<file path="src/rtl/core/uart_bootloader_flash_host_defines.svh">
// Assertion macros shared by the bootloader host RTL.
// No dependencies; included by the modules that carry checks.
`ifndef UART_BOOTLOADER_FLASH_HOST_DEFINES_SVH
`define UART_BOOTLOADER_FLASH_HOST_DEFINES_SVH

`ifndef SYNTHESIS
`define UBFH_ASSERT_SAME(lbl, clk, rst_n, ante, cons) \
    lbl: assert property (@(posedge clk) disable iff (!rst_n) (ante) |-> (cons)) \
        else $error("ubfh check failed");
`define UBFH_ASSERT_NEXT(lbl, clk, rst_n, ante, cons) \
    lbl: assert property (@(posedge clk) disable iff (!rst_n) (ante) |=> (cons)) \
        else $error("ubfh check failed");
`else
`define UBFH_ASSERT_SAME(lbl, clk, rst_n, ante, cons)
`define UBFH_ASSERT_NEXT(lbl, clk, rst_n, ante, cons)
`endif

`endif

</file>
<file path="src/rtl/core/ubfh_pkg.sv">
`timescale 1ns / 1ps
// Types, protocol bytes and register codes of the bootloader host.
// No dependencies; imported by every module of the block.
package ubfh_pkg;

    localparam int MAX_IMAGE_BYTES_DEF = 131072;
    localparam int CHUNK_BYTES_DEF     = 256;

    localparam int TX_MAX      = 5;
    localparam int TXN_W       = 3;
    localparam int QUEUE_DEPTH = 2;

    localparam logic [1:0] CMD_START = 2'd0;
    localparam logic [1:0] CMD_IMAGE = 2'd1;
    localparam logic [1:0] CMD_RX    = 2'd2;
    localparam logic [1:0] CMD_TICK  = 2'd3;

    localparam logic [2:0] ST_IDLE         = 3'd0;
    localparam logic [2:0] ST_BUSY         = 3'd1;
    localparam logic [2:0] ST_SUCCESS      = 3'd2;
    localparam logic [2:0] ST_SYNC_FAILED  = 3'd3;
    localparam logic [2:0] ST_ERASE_FAILED = 3'd4;
    localparam logic [2:0] ST_WRITE_FAILED = 3'd5;

    localparam logic [2:0] REG_IMAGE_LENGTH  = 3'd0;
    localparam logic [2:0] REG_FLASH_BASE    = 3'd1;
    localparam logic [2:0] REG_SYNC_TIMEOUT  = 3'd2;
    localparam logic [2:0] REG_SYNC_RETRIES  = 3'd3;
    localparam logic [2:0] REG_ACK_TIMEOUT   = 3'd4;
    localparam logic [2:0] REG_ERASE_TIMEOUT = 3'd5;
    localparam logic [2:0] REG_WRITE_TIMEOUT = 3'd6;

    localparam logic [17:0] IMAGE_LENGTH_RST  = 18'd1;
    localparam logic [31:0] FLASH_BASE_RST    = 32'h0800_0000;
    localparam logic [15:0] SYNC_TIMEOUT_RST  = 16'd500;
    localparam logic [3:0]  SYNC_RETRIES_RST  = 4'd10;
    localparam logic [15:0] ACK_TIMEOUT_RST   = 16'd2000;
    localparam logic [15:0] ERASE_TIMEOUT_RST = 16'd30000;
    localparam logic [15:0] WRITE_TIMEOUT_RST = 16'd5000;

    localparam logic [7:0] B_SYNC  = 8'h7F;
    localparam logic [7:0] B_ACK   = 8'h79;
    localparam logic [7:0] B_NACK  = 8'h1F;
    localparam logic [7:0] B_ERASE = 8'h44;
    localparam logic [7:0] B_WRITE = 8'h31;
    localparam logic [7:0] B_GO    = 8'h21;
    localparam logic [7:0] B_ALL   = 8'hFF;

    typedef struct packed {
        logic [TX_MAX-1:0][7:0] tx_bytes;
        logic [TXN_W-1:0]       tx_count;
        logic                   want;
        logic [2:0]             status;
        logic [17:0]            bytes_written;
    } job_t;

endpackage

</file>
<file path="src/rtl/core/uart_bootloader_flash_host.sv">
`timescale 1ns / 1ps
// Bootloader host: one item accepted per cycle while the two-entry job queue has room.
// The first result of an item is registered in the job queue and then in the serialiser's
// current-job register; it leaves without waiting when the queue and the serialiser are empty.
// Output: an item yields one to five results, one per cycle from the output serialiser while
// out_stall is low; the serialiser sets the sustained rate.
// Reset: asynchronous, clears the sequencer, the queue and restores register defaults.
module uart_bootloader_flash_host
    import ubfh_pkg::*;
#(
    parameter int MAX_IMAGE_BYTES = MAX_IMAGE_BYTES_DEF,
    parameter int CHUNK_BYTES     = CHUNK_BYTES_DEF
)
(
    input  logic        clk,
    input  logic        rst_n,
    input  logic        in_valid,
    output logic        in_stall,
    input  logic [1:0]  cmd,
    input  logic [7:0]  data_byte,
    input  logic        cfg_we,
    input  logic [2:0]  cfg_index,
    input  logic [31:0] cfg_data,
    output logic        out_valid,
    input  logic        out_stall,
    output logic [7:0]  tx_byte,
    output logic        tx_valid,
    output logic        want_image_byte,
    output logic [2:0]  status,
    output logic [17:0] bytes_written,
    output logic        last
);

    logic q_full;
    logic q_push;
    job_t q_job;
    logic q_pop;
    logic q_not_empty;
    job_t q_head;

    ubfh_front #(
        .MAX_IMAGE_BYTES (MAX_IMAGE_BYTES),
        .CHUNK_BYTES     (CHUNK_BYTES)
    ) u_front (
        .clk       (clk),
        .rst_n     (rst_n),
        .in_valid  (in_valid),
        .in_stall  (in_stall),
        .cmd       (cmd),
        .data_byte (data_byte),
        .cfg_we    (cfg_we),
        .cfg_index (cfg_index),
        .cfg_data  (cfg_data),
        .q_full    (q_full),
        .q_push    (q_push),
        .q_job     (q_job)
    );

    ubfh_queue u_queue (
        .clk       (clk),
        .rst_n     (rst_n),
        .push      (q_push),
        .push_job  (q_job),
        .full      (q_full),
        .pop       (q_pop),
        .not_empty (q_not_empty),
        .head      (q_head)
    );

    ubfh_back u_back (
        .clk             (clk),
        .rst_n           (rst_n),
        .q_not_empty     (q_not_empty),
        .q_head          (q_head),
        .q_pop           (q_pop),
        .out_valid       (out_valid),
        .out_stall       (out_stall),
        .tx_byte         (tx_byte),
        .tx_valid        (tx_valid),
        .want_image_byte (want_image_byte),
        .status          (status),
        .bytes_written   (bytes_written),
        .last            (last)
    );

endmodule

</file>
<file path="src/rtl/core/ubfh_front.sv">
`timescale 1ns / 1ps
// Front end: configuration registers, session sequencer and transfer builder.
// Depends on ubfh_pkg; feeds one job per accepted item into ubfh_queue.
module ubfh_front
    import ubfh_pkg::*;
#(
    parameter int MAX_IMAGE_BYTES = MAX_IMAGE_BYTES_DEF,
    parameter int CHUNK_BYTES     = CHUNK_BYTES_DEF
)
(
    input  logic        clk,
    input  logic        rst_n,
    input  logic        in_valid,
    output logic        in_stall,
    input  logic [1:0]  cmd,
    input  logic [7:0]  data_byte,
    input  logic        cfg_we,
    input  logic [2:0]  cfg_index,
    input  logic [31:0] cfg_data,
    input  logic        q_full,
    output logic        q_push,
    output job_t        q_job
);

    localparam int OFF_W = $clog2(MAX_IMAGE_BYTES + 1);
    localparam int CL_W  = $clog2(CHUNK_BYTES + 1);
    localparam int CMP_W = (OFF_W > 18) ? OFF_W : 18;

    localparam logic [3:0] PH_IDLE       = 4'd0;
    localparam logic [3:0] PH_SYNC       = 4'd1;
    localparam logic [3:0] PH_ERASE_CMD  = 4'd2;
    localparam logic [3:0] PH_ERASE_WAIT = 4'd3;
    localparam logic [3:0] PH_WR_CMD     = 4'd4;
    localparam logic [3:0] PH_WR_ADDR    = 4'd5;
    localparam logic [3:0] PH_WR_DATA    = 4'd6;
    localparam logic [3:0] PH_WR_ACK     = 4'd7;
    localparam logic [3:0] PH_GO_CMD     = 4'd8;
    localparam logic [3:0] PH_GO_ADDR    = 4'd9;

    logic [17:0] image_length_reg;
    logic [31:0] flash_base_reg;
    logic [15:0] sync_timeout_reg;
    logic [3:0]  sync_retries_reg;
    logic [15:0] ack_timeout_reg;
    logic [15:0] erase_timeout_reg;
    logic [15:0] write_timeout_reg;

    logic [3:0]       phase_reg, phase_next;
    logic [15:0]      timer_reg, timer_next;
    logic [3:0]       attempt_reg, attempt_next;
    logic [OFF_W-1:0] offset_reg, offset_next;
    logic [CL_W-1:0]  chunk_left_reg, chunk_left_next;
    logic [7:0]       xor_reg, xor_next;
    logic [2:0]       final_reg, final_next;
    logic [OFF_W-1:0] len_reg, len_next;
    logic [31:0]      base_reg, base_next;

    logic             accept;
    logic             fail_hit;
    logic [2:0]       fail_status;
    logic [CMP_W-1:0] len_wide;
    logic [OFF_W-1:0] len_cap;
    logic [OFF_W-1:0] rem;
    logic [OFF_W-1:0] chunk_w;
    logic [OFF_W-1:0] offset_after;
    logic             more_now;
    logic             more_after;
    logic [7:0]       len_byte;
    logic [31:0]      wr_addr;
    logic [15:0]      timer_inc;
    logic [15:0]      tmo;
    logic             expired;
    logic [7:0]       xor_data;

    function automatic logic [TX_MAX-1:0][7:0] addr_bytes(input logic [31:0] a);
        logic [TX_MAX-1:0][7:0] b;
        b[0] = a[31:24];
        b[1] = a[23:16];
        b[2] = a[15:8];
        b[3] = a[7:0];
        b[4] = a[31:24] ^ a[23:16] ^ a[15:8] ^ a[7:0];
        return b;
    endfunction

    assign in_stall = q_full;
    assign accept   = in_valid && !q_full;
    assign q_push   = accept;

    assign len_wide = CMP_W'(image_length_reg);
    assign len_cap  = (len_wide > CMP_W'(MAX_IMAGE_BYTES)) ? OFF_W'(MAX_IMAGE_BYTES)
                                                            : OFF_W'(len_wide);

    assign more_now = offset_reg < len_reg;
    assign rem      = more_now ? (len_reg - offset_reg) : '0;

    always_comb
    begin
        if (rem > OFF_W'(CHUNK_BYTES))
            chunk_w = OFF_W'(CHUNK_BYTES);
        else if (rem == '0)
            chunk_w = OFF_W'(1);
        else
            chunk_w = rem;
    end

    assign len_byte     = 8'(chunk_w - OFF_W'(1));
    assign offset_after = offset_reg + chunk_w;
    assign more_after   = offset_after < len_reg;
    assign wr_addr      = base_reg + 32'(offset_reg);
    assign timer_inc    = (timer_reg == 16'hFFFF) ? timer_reg : timer_reg + 16'd1;
    assign xor_data     = xor_reg ^ data_byte;

    always_comb
    begin
        unique case (phase_reg)
            PH_SYNC:       tmo = sync_timeout_reg;
            PH_ERASE_WAIT: tmo = erase_timeout_reg;
            PH_WR_ACK:     tmo = write_timeout_reg;
            default:       tmo = ack_timeout_reg;
        endcase
    end

    assign expired = timer_inc >= tmo;

    always_comb
    begin
        unique case (phase_reg) inside
            PH_ERASE_CMD, PH_ERASE_WAIT:                   fail_status = ST_ERASE_FAILED;
            PH_WR_CMD, PH_WR_ADDR, PH_WR_DATA, PH_WR_ACK:  fail_status = ST_WRITE_FAILED;
            default:                                       fail_status = ST_SUCCESS;
        endcase
    end

    always_comb
    begin
        phase_next      = phase_reg;
        timer_next      = timer_reg;
        attempt_next    = attempt_reg;
        offset_next     = offset_reg;
        chunk_left_next = chunk_left_reg;
        xor_next        = xor_reg;
        final_next      = final_reg;
        len_next        = len_reg;
        base_next       = base_reg;
        fail_hit        = 1'b0;
        q_job           = '0;

        if (accept)
        begin
            unique case (cmd)
                CMD_START:
                begin
                    if (phase_reg == PH_IDLE)
                    begin
                        len_next          = len_cap;
                        base_next         = flash_base_reg;
                        offset_next       = '0;
                        chunk_left_next   = '0;
                        xor_next          = '0;
                        attempt_next      = 4'd1;
                        timer_next        = '0;
                        q_job.tx_bytes[0] = B_SYNC;
                        q_job.tx_count    = TXN_W'(1);
                        phase_next        = PH_SYNC;
                    end
                end
                CMD_IMAGE:
                begin
                    if (phase_reg == PH_WR_DATA && chunk_left_reg != '0)
                    begin
                        q_job.tx_bytes[0] = data_byte;
                        xor_next          = xor_data;
                        chunk_left_next   = chunk_left_reg - CL_W'(1);
                        if (chunk_left_reg == CL_W'(1))
                        begin
                            q_job.tx_bytes[1] = xor_data;
                            q_job.tx_count    = TXN_W'(2);
                            timer_next        = '0;
                            phase_next        = PH_WR_ACK;
                        end
                        else
                        begin
                            q_job.tx_count = TXN_W'(1);
                        end
                    end
                end
                CMD_RX:
                begin
                    if (phase_reg != PH_IDLE && phase_reg != PH_WR_DATA)
                    begin
                        if (data_byte == B_ACK)
                        begin
                            timer_next = '0;
                            unique case (phase_reg)
                                PH_SYNC:
                                begin
                                    q_job.tx_bytes[0] = B_ERASE;
                                    q_job.tx_bytes[1] = ~B_ERASE;
                                    q_job.tx_count    = TXN_W'(2);
                                    phase_next        = PH_ERASE_CMD;
                                end
                                PH_ERASE_CMD:
                                begin
                                    q_job.tx_bytes[0] = B_ALL;
                                    q_job.tx_bytes[1] = B_ALL;
                                    q_job.tx_bytes[2] = 8'h00;
                                    q_job.tx_count    = TXN_W'(3);
                                    phase_next        = PH_ERASE_WAIT;
                                end
                                PH_ERASE_WAIT, PH_WR_ACK:
                                begin
                                    if (phase_reg == PH_WR_ACK)
                                        offset_next = offset_after;
                                    q_job.tx_count = TXN_W'(2);
                                    if ((phase_reg == PH_WR_ACK) ? more_after : more_now)
                                    begin
                                        q_job.tx_bytes[0] = B_WRITE;
                                        q_job.tx_bytes[1] = ~B_WRITE;
                                        phase_next        = PH_WR_CMD;
                                    end
                                    else
                                    begin
                                        q_job.tx_bytes[0] = B_GO;
                                        q_job.tx_bytes[1] = ~B_GO;
                                        phase_next        = PH_GO_CMD;
                                    end
                                end
                                PH_WR_CMD:
                                begin
                                    q_job.tx_bytes = addr_bytes(wr_addr);
                                    q_job.tx_count = TXN_W'(TX_MAX);
                                    phase_next     = PH_WR_ADDR;
                                end
                                PH_WR_ADDR:
                                begin
                                    chunk_left_next   = CL_W'(chunk_w);
                                    xor_next          = len_byte;
                                    q_job.tx_bytes[0] = len_byte;
                                    q_job.tx_count    = TXN_W'(1);
                                    phase_next        = PH_WR_DATA;
                                end
                                PH_GO_CMD:
                                begin
                                    q_job.tx_bytes = addr_bytes(base_reg);
                                    q_job.tx_count = TXN_W'(TX_MAX);
                                    phase_next     = PH_GO_ADDR;
                                end
                                PH_GO_ADDR:
                                begin
                                    phase_next      = PH_IDLE;
                                    final_next      = ST_SUCCESS;
                                    chunk_left_next = '0;
                                end
                                default:
                                begin
                                end
                            endcase
                        end
                        else if (data_byte == B_NACK && phase_reg != PH_SYNC)
                        begin
                            fail_hit = 1'b1;
                        end
                    end
                end
                CMD_TICK:
                begin
                    if (phase_reg != PH_IDLE && phase_reg != PH_WR_DATA)
                    begin
                        timer_next = timer_inc;
                        if (expired)
                        begin
                            if (phase_reg == PH_SYNC)
                            begin
                                if (attempt_reg < sync_retries_reg)
                                begin
                                    attempt_next      = attempt_reg + 4'd1;
                                    timer_next        = '0;
                                    q_job.tx_bytes[0] = B_SYNC;
                                    q_job.tx_count    = TXN_W'(1);
                                end
                                else
                                begin
                                    phase_next      = PH_IDLE;
                                    final_next      = ST_SYNC_FAILED;
                                    chunk_left_next = '0;
                                end
                            end
                            else
                            begin
                                fail_hit = 1'b1;
                            end
                        end
                    end
                end
                default:
                begin
                end
            endcase

            if (fail_hit)
            begin
                phase_next      = PH_IDLE;
                final_next      = fail_status;
                chunk_left_next = '0;
            end
        end

        q_job.want          = (phase_next == PH_WR_DATA) && (chunk_left_next != '0);
        q_job.status        = (phase_next != PH_IDLE) ? ST_BUSY : final_next;
        q_job.bytes_written = 18'(CMP_W'(offset_next));
    end

    always_ff @(posedge clk or negedge rst_n)
    begin
        if (!rst_n)
        begin
            image_length_reg  <= IMAGE_LENGTH_RST;
            flash_base_reg    <= FLASH_BASE_RST;
            sync_timeout_reg  <= SYNC_TIMEOUT_RST;
            sync_retries_reg  <= SYNC_RETRIES_RST;
            ack_timeout_reg   <= ACK_TIMEOUT_RST;
            erase_timeout_reg <= ERASE_TIMEOUT_RST;
            write_timeout_reg <= WRITE_TIMEOUT_RST;
        end
        else if (cfg_we)
        begin
            unique case (cfg_index)
                REG_IMAGE_LENGTH:  image_length_reg  <= cfg_data[17:0];
                REG_FLASH_BASE:    flash_base_reg    <= cfg_data;
                REG_SYNC_TIMEOUT:  sync_timeout_reg  <= cfg_data[15:0];
                REG_SYNC_RETRIES:  sync_retries_reg  <= cfg_data[3:0];
                REG_ACK_TIMEOUT:   ack_timeout_reg   <= cfg_data[15:0];
                REG_ERASE_TIMEOUT: erase_timeout_reg <= cfg_data[15:0];
                REG_WRITE_TIMEOUT: write_timeout_reg <= cfg_data[15:0];
                default:
                begin
                end
            endcase
        end
    end

    always_ff @(posedge clk or negedge rst_n)
    begin
        if (!rst_n)
        begin
            phase_reg      <= PH_IDLE;
            timer_reg      <= '0;
            attempt_reg    <= '0;
            offset_reg     <= '0;
            chunk_left_reg <= '0;
            xor_reg        <= '0;
            final_reg      <= ST_IDLE;
            len_reg        <= '0;
            base_reg       <= '0;
        end
        else
        begin
            phase_reg      <= phase_next;
            timer_reg      <= timer_next;
            attempt_reg    <= attempt_next;
            offset_reg     <= offset_next;
            chunk_left_reg <= chunk_left_next;
            xor_reg        <= xor_next;
            final_reg      <= final_next;
            len_reg        <= len_next;
            base_reg       <= base_next;
        end
    end

endmodule

</file>
<file path="src/rtl/core/ubfh_queue.sv">
`timescale 1ns / 1ps
// Short job queue between the sequencer and the result serialiser.
// Depends on ubfh_pkg and the assertion macro header.
`include "uart_bootloader_flash_host_defines.svh"
module ubfh_queue
    import ubfh_pkg::*;
(
    input  logic clk,
    input  logic rst_n,
    input  logic push,
    input  job_t push_job,
    output logic full,
    input  logic pop,
    output logic not_empty,
    output job_t head
);

    localparam int PTR_W = (QUEUE_DEPTH > 1) ? $clog2(QUEUE_DEPTH) : 1;
    localparam int CNT_W = $clog2(QUEUE_DEPTH + 1);

    job_t             entry_reg [QUEUE_DEPTH];
    logic [PTR_W-1:0] wr_ptr_reg;
    logic [PTR_W-1:0] rd_ptr_reg;
    logic [CNT_W-1:0] count_reg;
    logic             do_pop;

    assign full      = count_reg == CNT_W'(QUEUE_DEPTH);
    assign not_empty = count_reg != '0;
    assign head      = entry_reg[rd_ptr_reg];
    assign do_pop    = pop && not_empty;

    always_ff @(posedge clk)
    begin
        if (push)
            entry_reg[wr_ptr_reg] <= push_job;
    end

    always_ff @(posedge clk or negedge rst_n)
    begin
        if (!rst_n)
        begin
            wr_ptr_reg <= '0;
            rd_ptr_reg <= '0;
            count_reg  <= '0;
        end
        else
        begin
            if (push)
                wr_ptr_reg <= (wr_ptr_reg == PTR_W'(QUEUE_DEPTH - 1)) ? '0
                                                                       : wr_ptr_reg + PTR_W'(1);
            if (do_pop)
                rd_ptr_reg <= (rd_ptr_reg == PTR_W'(QUEUE_DEPTH - 1)) ? '0
                                                                       : rd_ptr_reg + PTR_W'(1);
            if (push && !do_pop)
                count_reg <= count_reg + CNT_W'(1);
            else if (do_pop && !push)
                count_reg <= count_reg - CNT_W'(1);
        end
    end

    `UBFH_ASSERT_SAME(a_no_push_when_full, clk, rst_n, push, !full || do_pop)
    `UBFH_ASSERT_SAME(a_count_bound, clk, rst_n, 1'b1, count_reg <= CNT_W'(QUEUE_DEPTH))

endmodule

</file>
<file path="src/rtl/core/ubfh_back.sv">
`timescale 1ns / 1ps
// Back end: takes jobs off the queue and presents one result per transfer.
// Depends on ubfh_pkg and the assertion macro header.
`include "uart_bootloader_flash_host_defines.svh"
module ubfh_back
    import ubfh_pkg::*;
(
    input  logic        clk,
    input  logic        rst_n,
    input  logic        q_not_empty,
    input  job_t        q_head,
    output logic        q_pop,
    output logic        out_valid,
    input  logic        out_stall,
    output logic [7:0]  tx_byte,
    output logic        tx_valid,
    output logic        want_image_byte,
    output logic [2:0]  status,
    output logic [17:0] bytes_written,
    output logic        last
);

    logic             cur_valid_reg;
    job_t             cur_reg;
    logic [TXN_W-1:0] k_reg;
    logic [TXN_W-1:0] last_k;
    logic             xfer;

    assign last_k = (cur_reg.tx_count == '0) ? '0 : cur_reg.tx_count - TXN_W'(1);
    assign xfer   = cur_valid_reg && !out_stall;
    assign last   = k_reg == last_k;
    assign q_pop  = q_not_empty && (!cur_valid_reg || (xfer && last));

    assign out_valid       = cur_valid_reg;
    assign tx_valid        = cur_reg.tx_count != '0;
    assign tx_byte         = tx_valid ? cur_reg.tx_bytes[k_reg] : 8'h00;
    assign want_image_byte = cur_reg.want;
    assign status          = cur_reg.status;
    assign bytes_written   = cur_reg.bytes_written;

    always_ff @(posedge clk)
    begin
        if (q_pop)
            cur_reg <= q_head;
    end

    always_ff @(posedge clk or negedge rst_n)
    begin
        if (!rst_n)
        begin
            cur_valid_reg <= 1'b0;
            k_reg         <= '0;
        end
        else if (q_pop)
        begin
            cur_valid_reg <= 1'b1;
            k_reg         <= '0;
        end
        else if (xfer)
        begin
            if (last)
                cur_valid_reg <= 1'b0;
            else
                k_reg <= k_reg + TXN_W'(1);
        end
    end

    `UBFH_ASSERT_SAME(a_index_in_job, clk, rst_n, cur_valid_reg, k_reg <= last_k)
    `UBFH_ASSERT_NEXT(a_job_continues, clk, rst_n, xfer && !last, out_valid)

endmodule
</file>
<file path="config.mk">
export PLATFORM = sky130hd
export DESIGN_NAME = uart_bootloader_flash_host
export DESIGN_NICKNAME = d
export VERILOG_FILES = /design/src/rtl/core/ubfh_pkg.sv /design/src/rtl/core/uart_bootloader_flash_host.sv /design/src/rtl/core/ubfh_front.sv /design/src/rtl/core/ubfh_queue.sv /design/src/rtl/core/ubfh_back.sv
export VERILOG_INCLUDE_DIRS = /design/src /design/src/rtl/core
export SDC_FILE = /design/constraint.sdc
export NUM_CORES = 1
export LEC_CHECK = 0
export ABC_AREA = 1
export BUFFER_PORTS_ARGS = -buffer_cell sky130_fd_sc_hd__buf_2
export CORE_UTILIZATION = 50
export CTS_BUF_LIST = sky130_fd_sc_hd__clkbuf_8 sky130_fd_sc_hd__clkbuf_16
export DETAILED_ROUTE_END_ITERATION = 7
export PLACE_DENSITY = 0.69
export SYNTH_ARGS = -nofsm -noshare
export SYNTH_HDL_FRONTEND = slang
export SYNTH_SLANG_ARGS = --single-unit
</file>
<file path="constraint.sdc">
create_clock -name clk -period 11.25 [get_ports clk]
set_input_delay 0.5625 -clock clk [delete_from_list [all_inputs] [get_ports clk]]
set_output_delay 0.5625 -clock clk [all_outputs]
set_load 0.1 [all_outputs]
</file>
* Word-level counts from Yosys, hierarchy flattened
Memories as Yosys holds them, arrays and structs flattened. A register that Yosys moved wholly into a read port is not among the register bits.
Cells that the tools add are included.
** Operators by class
- $add $sub $neg :: 13
- Order comparisons :: 7
- Eq/ne operators :: 38
- Mux-type cells :: 117
- Bitwise logic cells :: 7
- Reductions and logical operators :: 49
** Operator list (count)
- $mux 18 :: 10
- $mux 16 :: 10
- $mux 43 :: 3
- $mux 9 :: 10
- $mux 4 :: 17
- $pmux 11 s6 :: 1
- $mux 8 :: 8
- $pmux 16 s4 :: 1
- $xor 8x8->8 :: 7
- $pmux 16 s3 :: 1
- $pmux 11 s4 :: 1
- $mux 3 :: 14
- $pmux 8 s5 :: 1
- $lt 18x18->1 :: 2
- $pmux 18 s2 :: 1
- $pmux 9 s4 :: 1
- $mux 11 :: 3
- $add 32x18->32 :: 1
- $pmux 16 s2 :: 1
- $pmux 8 s2 :: 2
- $pmux 4 s7 :: 1
- $bmux 8 s3 :: 1
- $mux 24 :: 1
- $pmux 8 s3 :: 1
- other kinds (60) :: 132
** Storage, ports and cells
- Bits in registers :: 238
- RAM bits :: 130
- Output and inout port bits :: 34
- Memories :: 1
** Memories
- u_queue.entry_reg :: depth 2, bits a word 65, rd ports 1, clocked after memory_dff 1, write ports 1, line ubfh_queue.sv:21 : job_t entry_reg [QUEUE_DEPTH];

* Depth between registers and ports, before layout
Gate-level depths: netlist (run 1).
- Word-level depth :: 17
- Gate-level depth with buffers :: 52
- Gate-level depth less buffers :: 52

* Hierarchy
From an unflattened synthesis (run 1), not the netlist that was laid out.
** Unflattened totals
- Cell total of the unflattened synthesis :: 2964
- Area total of the unflattened synthesis :: 24773.8 um^2
** Modules (own cells, without submodules)
- ubfh_front :: times used 1, cells an instance 2390, area each 17032.6 um^2
- ubfh_queue :: times used 1, cells an instance 367, area each 4932.2 um^2
- ubfh_back :: times used 1, cells an instance 207, area each 2808.9 um^2

* Least setup slack after synthesis (run 1)
No wires, ideal clock.
- Kind :: reg2reg
- From :: register u_front.len_reg[0]
- To :: memory u_queue.entry_reg[0][18] in the netlist's numbering (data pin)
- Arrival time :: 5.815 ns
- Data required time :: 10.987 ns
- Slack :: 5.171 ns
- Stages on the path, launching flop included :: 52
- Clock period less this slack :: 6.079 ns
- Cells stage by stage :: dfrtp_1 > inv_1 > ha_1 > inv_1 > fa_1 > nand3_1 > nand3_1 > nand2_1 > nand2_1 > or2_2 > nand2_1 > nor2_1 > nand2_1 > nor2_1 > nand2_1 > nand2_4 > nand2_2 > inv_2 > [16 not listed] > nand2_1 > inv_1 > nand3_1 > nor3_1 > o2111ai_1 > nand3_1 > nand2_1 > o21ai_0 > inv_1 > nand2_1 > nand2_1 > a21oi_1 > o22ai_1 > nand2_1 > o21ai_0 > nor2_1 > nand2_1 > or2_1
** RTL lines
- from (decl) :: line ubfh_front.sv:55 : logic [OFF_W-1:0] len_reg, len_next;
- from (signal assigned) :: line ubfh_front.sv:365 : len_reg <= len_next;
- to (decl) :: line ubfh_queue.sv:21

==> results.cfg, run 1 <==
[power_and_ir_drop]
powerDensity_nw_per_um2 = 298.1
p_leak_nw = 12.30
power_mw = 8.024
max-vdd-ir-drop_mv = 0.1747

[layout]
area_growth_pct = 10.82
finalNonFillerCells = 3494
drive_above_1_share = 0.1136
largest_reg_flops = 130
diodes = 0
nFillCells = 4288
final_util = 0.5626
regArea_sq_um = 11850
final_nets = 2994
multi_input_area_sq_um = 10740
stdcell_area_sq_um = 26920

[clock_network]
cts_tree = done
clk_latency_ns = 0.60
cts_max_level = 2
cts_buffer_depth = 3
numCtsBuffers = 48
path_clk_slew_ns = 0.06
cts_root_buffer = clkbuf_16
cts_sinks = 433

[place]
postPlaceCellArea_sq_um = 25190
post-dp-hpwl_mm = 55.22
gp_routability_congestion = 0.9725
dp.cells = 3405
portBuffers = 83
post-place-ws_ns = 3.946

[floorplanning]
dieArea_sq_um = 49460
die_w_um = 222.4
pin_count = 84
start_util = 0.5077
core_sq_um = 47850
fp-row-count = 80
die_h_um = 222.4

[detailed_routing]
drtPass1Iterations = 5
wl_per_cell_um = 21.08
drtIter0Drc = 1794
ant_nets = 0
drc_errors = 0
vias = 20110
finalWirelength_mm = 73.64
vias_per_cell = 5.756

[sta]
fin_crit_ns = 7.454
tightest_slew_ns = 1.196
hold_ws_ns = 0.2109
final_hold_viol_count = 0
slew_violations = 0
rsz0062_at_grt = false
fin_ws_ns = 3.796
tns_ns = 0
fin_crit_sh = 0.6626
relSlewSlack = 0.2026
final.setup_skew_ns = 0.03321
setup_viol = 0
max_clock_freq_mhz = 134.2

[logic_synthesis]
ys.flop_type = dfrtp_1
netlist_top_cells_count = nand2_1 (645), inv_1 (332), o21ai_0 (255), dfrtp_1 (210), edfxtp_1 (195)
synth_top_area_frac = 0.2411
seq_area_frac_synth = 0.4877
synth_edf_count = 195
yosysMostFrequentCell = nand2_1
ys_types = 60
ys.warnings.count = 0
async_flop_share = 0.5497
synth-seq-cells = 433
netlist_area_sq_um = 24290
synth.area.top_cells = edfxtp_1 (24%), dfrtp_1 (22%), nand2_1 (10%), o21ai_0 (5.3%), ha_1 (5.2%)
synthCells = 2787
avgSynthCellArea_sq_um = 8.715
yosys.area.top_type = edfxtp_1

[setup_path]
critPathLaunchType = flip-flop
end_kind = flip-flop
critPathMostFrequentCell = nand2_1
worst-path-buf-inv = 5
crit_type = reg2reg
path_delay_family = simple AND/OR/NAND/NOR gates
slowest_stage = dfrtp_1
max_stage_delay_ns = 0.44
crit_required_ns = 11.57
cp.arrival_ns = 7.77
cp_max_fo = 10

[run]
max_cap_viol_count = 0

[global_routing]
gr-total-overflow = 0
grt_pass1_wl_mm = 112.8
first_global_vias = 19320
grt_max_degree = 169
grt_usage = 0.2982
grt_antenna_before_repair = 0

[status]
status = completed

[worst_hold_path]
hp-class = in2reg
[final cells by class]
class                   instances  share of cell area
clock inverters                35             0.01604
multi-input cells            1917              0.3992
clock buffers                  53             0.04760
inverters                     343             0.04792
repair buffers                 98             0.02055
flip-flops and latches        433              0.4402
well taps                     615             0.02859
[final timing paths]
path / from / endpoint / slack (ns) / cells after the start
max reg2reg: u_front.offset_reg[6] / u_queue.entry_reg[1][18] / 3.80 / 49
max in group asynchronous: rst_n / u_front.timer_reg[5] / 9.29 / 3
min in group asynchronous: rst_n / u_front.offset_reg[13] / 0.51 / 2
min: cfg_data[23] / u_front.flash_base_reg[23] / 0.21 / 2
max: u_front.offset_reg[6] / u_queue.entry_reg[1][18] / 3.80 / 49
min reg2reg: u_front.erase_timeout_reg[0] / u_front.erase_timeout_reg[0] / 0.49 / 2
[logic make-up (layout without fill, tap and decap cells)]
family	count (synthesis)	after routing	synth area share
compound gates	562	562	0.1301
buf+inv	444	529	0.07222
other cells	1	8	0.0001544
xor+xnor	89	89	0.03240
simple gates	1076	1076	0.1868
fa+ha+maj	103	103	0.05398
mux	79	79	0.03662
flops	433	433	0.4877
[worst register-to-register path: cells and delay by family, from the launching register on]
kind | cells | cell delay (ns)
xor+xnor | 1 | 0.16
simple gates | 31 | 3.46
buf+inv | 5 | 0.46
fa+ha+maj | 4 | 1.34
compound gates | 8 | 1.32
flops | 1 | 0.44
[cell usage in the layout, fill, tap and decap left out, drive strengths merged, types with 3 or more instances in the layout]
| master | count |
|---|---|
| a211oi | 4 |
| a21boi | 5 |
| a21o | 4 |
| a21oi | 154 |
| a221oi | 10 |
| a22o | 10 |
| a22oi | 7 |
| a31oi | 6 |
| a32o | 10 |
| buf | 97 |
| bufinv | 9 |
| clkbuf | 53 |
| clkinv | 17 |
| conb | 8 |
| dfrtp | 210 |
| dfstp | 28 |
| edfxtp | 195 |
| fa | 3 |
| ha | 100 |
| inv | 350 |
| mux2 | 79 |
| nand2 | 660 |
| nand3 | 130 |
| nand3b | 8 |
| nand4 | 31 |
| nor2 | 191 |
| nor3 | 33 |
| nor4 | 8 |
| o2111ai | 3 |
| o211ai | 17 |
| o21a | 6 |
| o21ai | 272 |
| o21bai | 3 |
| o221ai | 4 |
| o22ai | 40 |
| o31ai | 5 |
| or2 | 11 |
| xnor2 | 13 |
| xor2 | 76 |
[what timing repair did]
action | CTS | global route
buffers inserted | 0 | 0
hold buffers | 1 | 0
hold endpoints to repair | 46 | 0
resized for setup | 0 | 0
[routing by layer]
metal  up-vias  GRT usage  part of all wire
met1      9742     0.4130              0.44
met2       749     0.4702              0.46
met5         -          0                 0
met3       151    0.04509             0.066
met4         0     0.1206             0.039
li1       9469          -                 -
[power breakdown]
part	switching, mW	total, mW	internal (mW)
Combinational	2.69	3.74	1.05
Sequential	0.351	2.58	2.23
Clock	0.670	1.70	1.03
Total	3.71	8.02	4.31
No activity file was read; power rests on OpenSTA's default activity.
==> run 2: changes to the inputs <==
Clock period 11.25 ns to 7.23 ns, I/O delays scaled along.
==> run 2 against run 1 <==
Final cell count up 1.1%. Clock skew is 0.017 ns lower. Flip-flop and latch count is the same. Critical path type unchanged.
==> results.cfg, run 2 (synthesized netlist as in run 1, its figures left out) <==
[power_and_ir_drop]
p_clk_frac = 0.191
p_int_mw = 6.648
seq_power_share = 0.321
powerDensity_nw_per_um2 = 458.3
power_mw = 12.46
power.switching_mw = 5.811
switching_share = 0.4664
max-vdd-ir-drop_mv = 0.3135
p_leak_nw = 12.44
p_comb_frac = 0.489

[global_routing]
gr-total-overflow = 0
grt_max_degree = 162
grt_pass1_wl_mm = 111.9
grt_antenna_before_repair = 0
grt_usage = 0.2949
first_global_vias = 19280

[layout]
stdcell_area_sq_um = 27190
final_common_cell = nand2_1
mostFrequentLayoutCells = nand2_1 (642), inv_1 (343), o21ai_0 (252), dfrtp_1 (208), edfxtp_1 (195)
regArea_sq_um = 11850
diodes = 0
drive_above_1_share = 0.1339
final_nets = 3035
area_growth_pct = 11.93
nFillCells = 4304
multi_input_area_sq_um = 10890
largest_reg_flops = 130

[clock_network]
cts_buffer_depth = 3
numCtsBuffers = 48
cts_root_buffer = clkbuf_16
cts_max_level = 2
clk_latency_ns = 0.59
cts_tree = done
cts_sinks = 433
path_clk_slew_ns = 0.06

[floorplanning]
die_h_um = 222.4
start_util = 0.5077
core_sq_um = 47850
fp-row-count = 80
dieArea_sq_um = 49460
die_w_um = 222.4
pin_count = 84

[setup_path]
end_kind = flip-flop
rr_worst_depth = 46
crit_required_ns = 7.57
critPathMostFrequentCell = nand2_1
critPathLaunchType = flip-flop
cp.arrival_ns = 7.04
cp_max_fo = 7
max_stage_delay_ns = 0.42
slowest_stage = ha_2
crit_type = reg2reg

[sta]
slew_violations = 0
setup_viol = 0
hold_ws_ns = 0.03606
final_hold_viol_count = 0
fin_crit_ns = 6.700
relSlewSlack = 0.2776
final.setup_skew_ns = 0.01650
tightest_slew_ns = 1.081
max_clock_freq_mhz = 149.2
fin_crit_sh = 0.9268

[status]
status = completed

[detailed_routing]
vias_per_cell = 5.705
wl_per_cell_um = 20.69
drc_errors = 0
drtPass1Iterations = 6
vias = 20160
finalWirelength_mm = 73.13
drtIter0Drc = 1689
ant_nets = 0

[place]
gp_routability_congestion = 0.9736
portBuffers = 83
postPlaceCellArea_sq_um = 25430
post-dp-hpwl_mm = 54.64

[run]
max_cap_viol_count = 0

[worst_hold_path]
hp-class = in2reg
hold_depth = 2
run 2: cell count changes in the layout (fill, tap and decap cells not counted), moves of 3 or more:
cell / previous run / this run
ha_2: 0 / 5
a21oi_2: 0 / 5
nand2_1: 645 / 642
nor2_1: 181 / 175
bufinv_16: 9 / 2
nand2_2: 13 / 16
buf_4: 13 / 51
ha_1: 100 / 93
a21oi_1: 154 / 148
inv_1: 340 / 343
nor2_2: 7 / 13
inv_2: 3 / 6
run 2: final timing paths:
kind	start	end	slack [ns]
min in group asynchronous	rst_n	u_front.offset_reg[13]	0.38
worst max register to register	u_front.offset_reg[10]	u_queue.entry_reg[0][18]	0.53
worst max-delay path	u_front.offset_reg[10]	u_queue.entry_reg[0][18]	0.53
worst min register to register	u_front.attempt_reg[3]	u_front.attempt_reg[3]	0.48
worst min-delay path	cfg_data[19]	u_front.flash_base_reg[19]	0.04
max in group asynchronous	rst_n	u_front.write_timeout_reg[4]	5.49
run 2: timing repair:
action	in CTS	in global routing
resized for setup	0	40
setup buffers	0	7
hold buffers	3	0
endpoints found under the hold margin	76	0
endpoints found under the setup margin	0	11
run 2: power by group through the flow:
stage | clock network [mW] | registers, mW | logic, mW
floorplan | 0 | 3.82 | 4.40
global placement | 0 | 4.00 | 5.73
detailed placement | 0 | 4.02 | 5.78
CTS | 2.41 | 3.98 | 5.81
global route | 2.50 | 4.06 | 6.64
finish | 2.37 | 4.00 | 6.09
run 2: layer usage:
layer  up-vias  wire (um)  track usage
li1       9580          -            -
met1      9733      33570       0.4199
met2       724      33130       0.4691
met3       123       4237      0.03610
met4         0       2194      0.09477
met5         -          0            0
run 2: final cells by class:
class                   count  area share
flip-flops and latches    433      0.4358
multi-input cells        1918      0.4007
clock buffers              54     0.04763
inverters                 343     0.04745
repair buffers            138     0.03157
well taps                 615     0.02830
clock inverters            33    0.008514
run 2: critical path: cells and delay by family, from the launching register on:
family,cells,cell delay [ns]
simple gates,28,3.37
buf+inv,7,0.69
compound gates,8,1.05
fa+ha+maj,3,0.96
flops,1,0.38
run 2: through the flow:
step / setup TNS (ns) / setup slack, ns / cells / util
finish: 0 / 0.5295 / 3534 / 0.5682
global route: -0.04800 / -0.02400 / 3534 / 0.5682
CTS: 0 / 0.1730 / 3526 / 0.5640
detailed placement: 0 / 0.1991 / 3436 / 0.5314
global placement: 0 / 0.3124 / 3436 / 0.5314
floorplan: 0 / 1.151 / 2794 / -
